File: src/rtl/core/sfeq_pkg.sv
package sfeq_pkg;

  // Filter geometry
  localparam int TAP_COUNT    = 24;
  localparam int SAMPLE_WIDTH = 16;
  localparam int TAP_IDX_W    = $clog2(TAP_COUNT);
  localparam int COEF_W       = 16;
  localparam int PROD_W       = COEF_W + SAMPLE_WIDTH;
  localparam int ACC_W        = 32;

  // Rescale
  localparam int SHIFT_A  = 15;
  localparam int SHIFT_B  = 13;
  localparam int GAIN_W   = 15;
  localparam int OUT_W    = 16;
  localparam int HEAD_W   = ACC_W - SHIFT_A;
  localparam int SCALED_W = HEAD_W + GAIN_W + 1;
  localparam int Y_W      = SCALED_W - SHIFT_B;

  // Configuration port
  localparam int CFG_IDX_W  = 2;
  localparam int CFG_DATA_W = 16;

  typedef enum logic [CFG_IDX_W-1:0] {
    CFG_OUTPUT_GAIN = 2'd0,
    CFG_CLAMP_MIN   = 2'd1,
    CFG_CLAMP_MAX   = 2'd2
  } cfg_reg_t;

  localparam logic [GAIN_W-1:0]        GAIN_RESET = 15'd13300;
  localparam logic signed [OUT_W-1:0]  CMIN_RESET = -16'sd32768;
  localparam logic [OUT_W-2:0]         CMAX_RESET = 15'd32767;

  typedef enum logic [2:0] {
    ST_IDLE,
    ST_MAC,
    ST_DRAIN,
    ST_GAIN,
    ST_CLAMP
  } state_t;

  // Controls from the sequencer to the arithmetic unit
  typedef struct packed {
    logic clear;
    logic mac_en;
    logic drain;
    logic scale;
  } ctl_t;

  // Coefficient for the tap k samples back from the newest one
  function automatic logic signed [COEF_W-1:0] tap_coef(input logic [TAP_IDX_W-1:0] k);
    logic signed [COEF_W-1:0] c;
    case (k)
      TAP_IDX_W'(0): c = 16'sd74;
      TAP_IDX_W'(1): c = 16'sd231;
      TAP_IDX_W'(2): c = -16'sd6883;
      TAP_IDX_W'(3): c = 16'sd32767;
      TAP_IDX_W'(4): c = -16'sd6883;
      TAP_IDX_W'(5): c = 16'sd231;
      TAP_IDX_W'(6): c = 16'sd74;
      default:       c = '0;
    endcase
    return c;
  endfunction

endpackage

File: src/rtl/core/speaker_fir_equalizer_core.sv
// 24-tap fixed-coefficient FIR speaker equaliser. One signed 16-bit sample
// goes in per item on s_axis (tlast marks frame end and is copied through),
// one saturated sample comes out per item on m_axis. For each item the
// delay line, a ring of 24 cells, rotates once past a single multiply-
// accumulate unit (one tap per cycle), followed by a drain, a gain and a
// clamp step. The next item is taken once the clamp step has handed its
// result to the output register, so items are not overlapped and the clamp
// step waits while the output side stalls. The delay line is cleared by reset
// only and runs on across frames. Registers on the cfg port: 0 output gain
// (Q13, 15 bits), 1 saturation floor (signed 16 bits), 2 saturation ceiling
// (15 bits); write them only while no item is in flight.
module speaker_fir_equalizer_core
  import sfeq_pkg::*;
(
  input  logic                  clk,
  input  logic                  rst,
  // s_axis_tdata: [15:0] sample_in
  input  logic                  s_axis_tvalid,
  output logic                  s_axis_tready,
  input  logic [15:0]           s_axis_tdata,
  input  logic                  s_axis_tlast,
  // m_axis_tdata: [15:0] sample_out
  output logic                  m_axis_tvalid,
  input  logic                  m_axis_tready,
  output logic [15:0]           m_axis_tdata,
  output logic                  m_axis_tlast,
  input  logic                  cfg_valid,
  output logic                  cfg_ready,
  input  logic [CFG_IDX_W-1:0]  cfg_index,
  input  logic [CFG_DATA_W-1:0] cfg_data
);

  state_t                   state, state_next;
  logic [TAP_IDX_W-1:0]     cnt, cnt_next;
  ctl_t                     ctl;
  logic                     accept;
  logic                     load_out;
  logic                     frame_end;
  logic [GAIN_W-1:0]        output_gain;
  logic signed [OUT_W-1:0]  clamp_min;
  logic [OUT_W-2:0]         clamp_max;
  logic signed [OUT_W-1:0]  result;
  logic signed [SAMPLE_WIDTH-1:0] tap [TAP_COUNT];
  logic signed [SAMPLE_WIDTH-1:0] new_sample;

  assign accept     = s_axis_tvalid && s_axis_tready;
  assign new_sample = s_axis_tdata[SAMPLE_WIDTH-1:0];
  assign cfg_ready  = 1'b1;

  // Configuration registers
  always_ff @(posedge clk) begin
    if (rst) begin
      output_gain <= GAIN_RESET;
      clamp_min   <= CMIN_RESET;
      clamp_max   <= CMAX_RESET;
    end else if (cfg_valid && cfg_ready) begin
      case (cfg_index)
        CFG_OUTPUT_GAIN: output_gain <= cfg_data[GAIN_W-1:0];
        CFG_CLAMP_MIN:   clamp_min   <= $signed(cfg_data);
        CFG_CLAMP_MAX:   clamp_max   <= cfg_data[OUT_W-2:0];
        default:         ;
      endcase
    end
  end

  // Sequencer state
  always_ff @(posedge clk) begin
    if (rst) begin
      state <= ST_IDLE;
      cnt   <= '0;
    end else begin
      state <= state_next;
      cnt   <= cnt_next;
    end
  end

  always_comb begin
    state_next    = state;
    cnt_next      = cnt;
    ctl           = '0;
    s_axis_tready = 1'b0;
    load_out      = 1'b0;
    case (state)
      ST_IDLE: begin
        s_axis_tready = 1'b1;
        ctl.clear     = 1'b1;
        if (s_axis_tvalid) begin
          state_next = ST_MAC;
          cnt_next   = '0;
        end
      end
      ST_MAC: begin
        ctl.mac_en = 1'b1;
        if (cnt == TAP_IDX_W'(TAP_COUNT - 1)) begin
          state_next = ST_DRAIN;
        end else begin
          cnt_next = cnt + 1'b1;
        end
      end
      ST_DRAIN: begin
        ctl.drain  = 1'b1;
        state_next = ST_GAIN;
      end
      ST_GAIN: begin
        ctl.scale  = 1'b1;
        state_next = ST_CLAMP;
      end
      ST_CLAMP: begin
        if (!m_axis_tvalid || m_axis_tready) begin
          load_out   = 1'b1;
          state_next = ST_IDLE;
        end
      end
      default: state_next = ST_IDLE;
    endcase
  end

  // Ring of delay cells: shift in on a new item, rotate past the MAC after
  for (genvar i = 0; i < TAP_COUNT; i++) begin : g_cell
    localparam int NEXT = (i + 1) % TAP_COUNT;
    logic signed [SAMPLE_WIDTH-1:0] shift_src;
    if (i == 0) begin : g_head
      assign shift_src = new_sample;
    end else begin : g_body
      assign shift_src = tap[i-1];
    end
    sfeq_cell u_cell (
      .clk       (clk),
      .rst       (rst),
      .load      (accept),
      .rotate    (ctl.mac_en),
      .shift_in  (shift_src),
      .rotate_in (tap[NEXT]),
      .value     (tap[i])
    );
  end

  sfeq_mac u_mac (
    .clk         (clk),
    .ctl         (ctl),
    .tap_idx     (cnt),
    .head        (tap[0]),
    .output_gain (output_gain),
    .clamp_min   (clamp_min),
    .clamp_max   (clamp_max),
    .result      (result)
  );

  // Hold the frame marker for the item in flight
  always_ff @(posedge clk) begin
    if (accept) frame_end <= s_axis_tlast;
  end

  // Output register
  always_ff @(posedge clk) begin
    if (rst) begin
      m_axis_tvalid <= 1'b0;
    end else if (load_out) begin
      m_axis_tvalid <= 1'b1;
    end else if (m_axis_tready) begin
      m_axis_tvalid <= 1'b0;
    end
  end

  always_ff @(posedge clk) begin
    if (load_out) begin
      m_axis_tdata <= result;
      m_axis_tlast <= frame_end;
    end
  end

endmodule

File: src/rtl/core/sfeq_cell.sv
module sfeq_cell
  import sfeq_pkg::*;
(
  input  logic                           clk,
  input  logic                           rst,
  input  logic                           load,
  input  logic                           rotate,
  input  logic signed [SAMPLE_WIDTH-1:0] shift_in,
  input  logic signed [SAMPLE_WIDTH-1:0] rotate_in,
  output logic signed [SAMPLE_WIDTH-1:0] value
);

  // Take the younger neighbour on a new item, the older one while rotating
  always_ff @(posedge clk) begin
    if (rst) begin
      value <= '0;
    end else if (load) begin
      value <= shift_in;
    end else if (rotate) begin
      value <= rotate_in;
    end
  end

endmodule

File: src/rtl/core/sfeq_mac.sv
module sfeq_mac
  import sfeq_pkg::*;
(
  input  logic                           clk,
  input  ctl_t                           ctl,
  input  logic [TAP_IDX_W-1:0]           tap_idx,
  input  logic signed [SAMPLE_WIDTH-1:0] head,
  input  logic [GAIN_W-1:0]              output_gain,
  input  logic signed [OUT_W-1:0]        clamp_min,
  input  logic [OUT_W-2:0]               clamp_max,
  output logic signed [OUT_W-1:0]        result
);

  logic signed [PROD_W-1:0]   prod;
  logic                       prod_valid;
  logic signed [ACC_W-1:0]    acc;
  logic signed [SCALED_W-1:0] scaled;
  logic signed [HEAD_W-1:0]   acc_hi;
  logic signed [Y_W-1:0]      y;
  logic signed [Y_W-1:0]      lo_lim;
  logic signed [Y_W-1:0]      hi_lim;
  logic signed [Y_W-1:0]      y_sat;

  // Multiply the head tap by its coefficient, then accumulate modulo 2^32
  always_ff @(posedge clk) begin
    if (ctl.clear) begin
      prod_valid <= 1'b0;
      acc        <= '0;
    end else begin
      if (ctl.mac_en) begin
        prod <= tap_coef(tap_idx) * head;
      end
      prod_valid <= ctl.mac_en;
      if ((ctl.mac_en || ctl.drain) && prod_valid) begin
        acc <= acc + ACC_W'(prod);
      end
    end
  end

  // Drop fifteen fraction bits and apply the gain
  assign acc_hi = acc[ACC_W-1:SHIFT_A];

  always_ff @(posedge clk) begin
    if (ctl.scale) begin
      scaled <= acc_hi * $signed({1'b0, output_gain});
    end
  end

  // Floor first, ceiling last
  assign y      = scaled[SCALED_W-1:SHIFT_B];
  assign lo_lim = Y_W'(clamp_min);
  assign hi_lim = $signed(Y_W'({1'b0, clamp_max}));

  always_comb begin
    y_sat = y;
    if (y_sat < lo_lim) y_sat = lo_lim;
    if (y_sat > hi_lim) y_sat = hi_lim;
  end

  assign result = y_sat[OUT_W-1:0];

endmodule

File: config.mk
export PLATFORM = sky130hd
export DESIGN_NAME = speaker_fir_equalizer_core
export DESIGN_NICKNAME = d
export VERILOG_FILES = /design/src/rtl/core/sfeq_pkg.sv /design/src/rtl/core/speaker_fir_equalizer_core.sv /design/src/rtl/core/sfeq_cell.sv /design/src/rtl/core/sfeq_mac.sv
export SDC_FILE = /design/constraint.sdc
export NUM_CORES = 2
export LEC_CHECK = 0
export ABC_AREA = 1
export BUFFER_PORTS_ARGS = -buffer_cell sky130_fd_sc_hd__buf_2
export CAP_MARGIN = 15
export CORE_MARGIN = 2
export CORE_UTILIZATION = 60
export CTS_BUF_LIST = sky130_fd_sc_hd__clkbuf_4 sky130_fd_sc_hd__clkbuf_8 sky130_fd_sc_hd__clkbuf_16
export CTS_CLUSTER_DIAMETER = 100
export DETAILED_ROUTE_END_ITERATION = 8
export GPL_TIMING_DRIVEN = 0
export PLACE_DENSITY = 0.85
export SKIP_LAST_GASP = 1
export SYNTH_ARGS = -nofsm -noshare
export SYNTH_HDL_FRONTEND = slang
export SYNTH_SLANG_ARGS = --single-unit
export TNS_END_PERCENT = 30
File: constraint.sdc
create_clock -name clk -period 7.2 [get_ports clk]
set_input_delay 0.36 -clock clk [delete_from_list [all_inputs] [get_ports clk]]
set_output_delay 0.36 -clock clk [all_outputs]
set_load 0.05 [all_outputs]
==> flow_metrics.tcl <==
set metrics [dict create \
    status "complete, no violations" \
    synth_xor_area_share_pct 1.53 \
    grt_pass1_vias 37600 \
    holdPathStages 3 \
    reg2reg_from "cnt[1]" \
    fp.dieArea_um2 74700 \
    vias 37700 \
    p_leak_uw 0.0213 \
    drive_gt1_share_pct 5.19 \
    drtIter0Drc 3699 \
    synthArstFlopShare_pct 0 \
    viasPerCell 5.64 \
    yosysMostFrequentCell "nand2_1" \
    cts_tree "built" \
    muxShareOfSynthArea_pct 0 \
    synthAdderAreaFrac_pct 30.5 \
    layout_setup_ws_ns 0.200 \
    min_to "output_gain[8]" \
    timing.final.crit_share_pct 97.2 \
    worstPathArrival_ns 7.37 \
    syn_area_per_cell_um2 7.85 \
    synth_compound_area_share_pct 11.6 \
    synth.distinct_cells 50 \
    drtPass1Iterations 7 \
    synth_top_cell_area_share_pct 23.8 \
    synth.area.top_cells "fa_1 24%, dfxtp_1 22%, nand2_1 11%, inv_1 9.5%, ha_1 6.8%" \
    routed_wl_mm 118 \
    io_buffers 58 \
    synthTopCellsByCount "1299 x nand2_1, 1097 x inv_1, 517 x fa_1" \
    report.final.slew_viol_count 0 \
    p_switching_uw 6990 \
    cts_buffer_depth 3 \
    antenna_found_initial 1 \
    area_delta_synth_final_pct 8.84 \
    grt_usage_pct 31.9 \
    yosysTopAreaCell "fa_1" \
    avgRoutedWirePerCell_um 17.7 \
    pin_count 60 \
    fin_skew_ns 0.0275 \
    cp_max_fo 10 \
    ant_nets 0 \
    drcViolationCount 0 \
    ir_drop_uv 258 \
    fin_crit_ns 7.00 \
    min_path_type "in2reg" \
    cts_inserted_buffers 56 \
    cts_max_level 2 \
    r2r_slack_ns 0.20 \
    crit_path_max_incr_delay_ns 0.55 \
    grt_max_degree 42 \
    yosysWarnings 0 \
    yosysSeqAreaShare_pct 26.5 \
    nNetsFinal 6476 \
    maxCapViolCount 0 \
    seq_power_share_pct 24.1 \
    clock_latency_ns 0.64 \
    worstMarginPinSlew_ns 0.957 \
    critPathSlowestCell "fa_1" \
    whs_ns 0.0244 \
    max_freq_mhz 143 \
    crit_family "adder cells" \
    chipWidth_um 273 \
    place_hpwl_mm 94.6 \
    power_density_nw_per_um2 318 \
    ys_dominant_reg_cell "dfxtp_1" \
    combPwrFrac_pct 54.5 \
    rows 98 \
    synth_top_family_by_area "adder cells" \
    slew_headroom_pct 36.2 \
    grt_pass1_wl_mm 192 \
    start_kind "flop" \
    coreArea_um2 71700 \
    syn_inst 5546 \
    crit_top_cell "fa_1" \
    synth_edf_count 70 \
    clk_pin_slew_ns 0.06 \
    cp.required_ns 7.57 \
    initial_utilization_pct 60.7 \
    hp-start "cfg_data[8]" \
    cts.sinks 542 \
    finalHoldViolCount 0 \
    r2r-end "u_mac.prod[29]" \
    p_clk_share_pct 21.4 \
    synth_area_um2 43500 \
    swShare_pct 46.3 \
    crit_type "reg2reg" \
    syn-num-nets 6339 \
    root_buffer "clkbuf_16" \
    rsz0062_at_grt "true" \
    worst_setup_path_end_kind "flop" \
    dp_slack_ns -0.713 \
    gp_congestion 0.996 \
    yosys_register_bits 542 \
    path_buf_inv 7 \
    die_y_um 273 \
    r2r_cells 27 \
    total_power_uw 15100 \
    grt.overflow.total 0 \
    setup_viol 0 \
    p_int_uw 8090 \
    synthSimpleGateAreaFrac_pct 17.7 \
]
==> area by class of cell <==
cell class	count	area, um^2
tap	950	1190
inverter	1103	4140
antenna	1	2.50
sequential	542	11600
timing repair buffer	79	492
clock buffer	78	1660
clock inverter	25	404
buffer	268	1110
fill	5845	24300
multi-input combinational	3633	26800
==> worst max path at each step <==
stage,from,end,cells after the start
5_1_grt,cnt[1],u_mac.prod[29],30
3_5_place_dp,cnt[1],u_mac.prod[22],27
2_1_floorplan,cnt[1],u_mac.prod[20],29
6_report,cnt[1],u_mac.prod[29],27
3_3_place_gp,cnt[1],u_mac.prod[29],27
4_1_cts,cnt[0],u_mac.prod[29],24
==> cell usage in the layout (no fill, tap or decap), types with 5 or more instances in the layout <==
cell,count
inv_1,1095
clkinv_2,9
a21boi_0,5
fa_1,516
o22ai_1,120
nand2_1,1291
ha_1,235
nor2_2,6
bufinv_16,9
nand4_1,23
a21o_1,10
inv_2,8
o211ai_1,24
a221oi_1,49
o21ai_0,107
edfxtp_1,70
o21ai_1,17
nand3_1,88
dlygate4sd3_1,16
buf_4,6
clkbuf_4,11
nand2_2,32
buf_2,108
xnor2_1,29
a21oi_1,259
a31oi_1,223
clkbuf_16,58
clkbuf_8,9
o21bai_1,18
nor4_1,5
dfxtp_1,472
clkbuf_1,198
nor2_1,462
nor3_1,22
buf_1,11
a211oi_1,6
xor2_1,47
==> registers in the layout (all words and copies together) (netlist names) <==
| name | flops |
|---|---|
| g_cell.u_cell.value | 384 |
| u_mac.acc | 32 |
| u_mac.prod | 32 |
| u_mac.scaled | 20 |
| clamp_min | 16 |
| m_axis_tdata | 16 |
| clamp_max | 15 |
| output_gain | 15 |
| cnt | 5 |
| state | 3 |
| frame_end | 1 |
| m_axis_tlast | 1 |
| m_axis_tvalid | 1 |
| u_mac.prod_valid | 1 |
==> power by group through the flow <==
stage	logic [uW]	clock network (uW)	registers [uW]
after detailed placement	8040	0	3700
after CTS	8120	3240	3630
after global routing	9200	3370	3650
final	8210	3230	3640
after floorplan	5830	0	3630
after global placement	7790	0	3700
==> worst register-to-register path, delay by kind of cell, from the launching register on <==
kind                     cells  cell delay (ns)
adder cells (fa/ha/maj)      8             3.51
AND/OR/NAND/NOR              7             1.15
AO/OA/AOI/OAI                5             0.97
buffers and inverters        7             0.72
flip-flops                   1             0.38
==> what timing repair did <==
action / 4_1_cts / 5_1_grt
hold buffers: 16 / 0
gates cloned: 0 / 0
pin swaps: 1 / 1
gates resized for setup: 6 / 32
setup endpoints to repair: 20 / 17
hold endpoints to repair: 20 / 0
setup buffers: 1 / 1
==> cell families (layout without fill, tap and decap cells) <==
group	after synthesis	count (layout)
xor+xnor	76	76
compound gates	850	850
buf+inv	1371	1553
other cells	1	2
simple gates	1953	1953
fa+ha+maj	753	753
flops	542	542
==> metal layers <==
layer | share of wire (%) | GRT usage [%] | up-vias
met4 | 4.3 | 12.7 | 2
met5 | 0.0093 | 0 | -
met2 | 46 | 52.0 | 1752
li1 | - | - | 17500
met1 | 41 | 42.7 | 18000
met3 | 8.4 | 5.31 | 356
==> metrics by stage <==
| stage | util (%) | TNS [ns] | cell area (um^2) | std cells |
|---|---|---|---|---|
| 2_1_floorplan | - | 0 | 43500 | 5546 |
| 3_3_place_gp | 62.8 | -5.71 | 45000 | 6554 |
| 3_5_place_dp | 62.8 | -8.54 | 45100 | 6557 |
| 4_1_cts | 66.0 | -0.00319 | 47300 | 6677 |
| 5_1_grt | 66.1 | -0.0130 | 47400 | 6678 |
| 6_report | 66.1 | 0 | 47400 | 6679 |
Note: power is estimated with default switching activity, not from simulation.
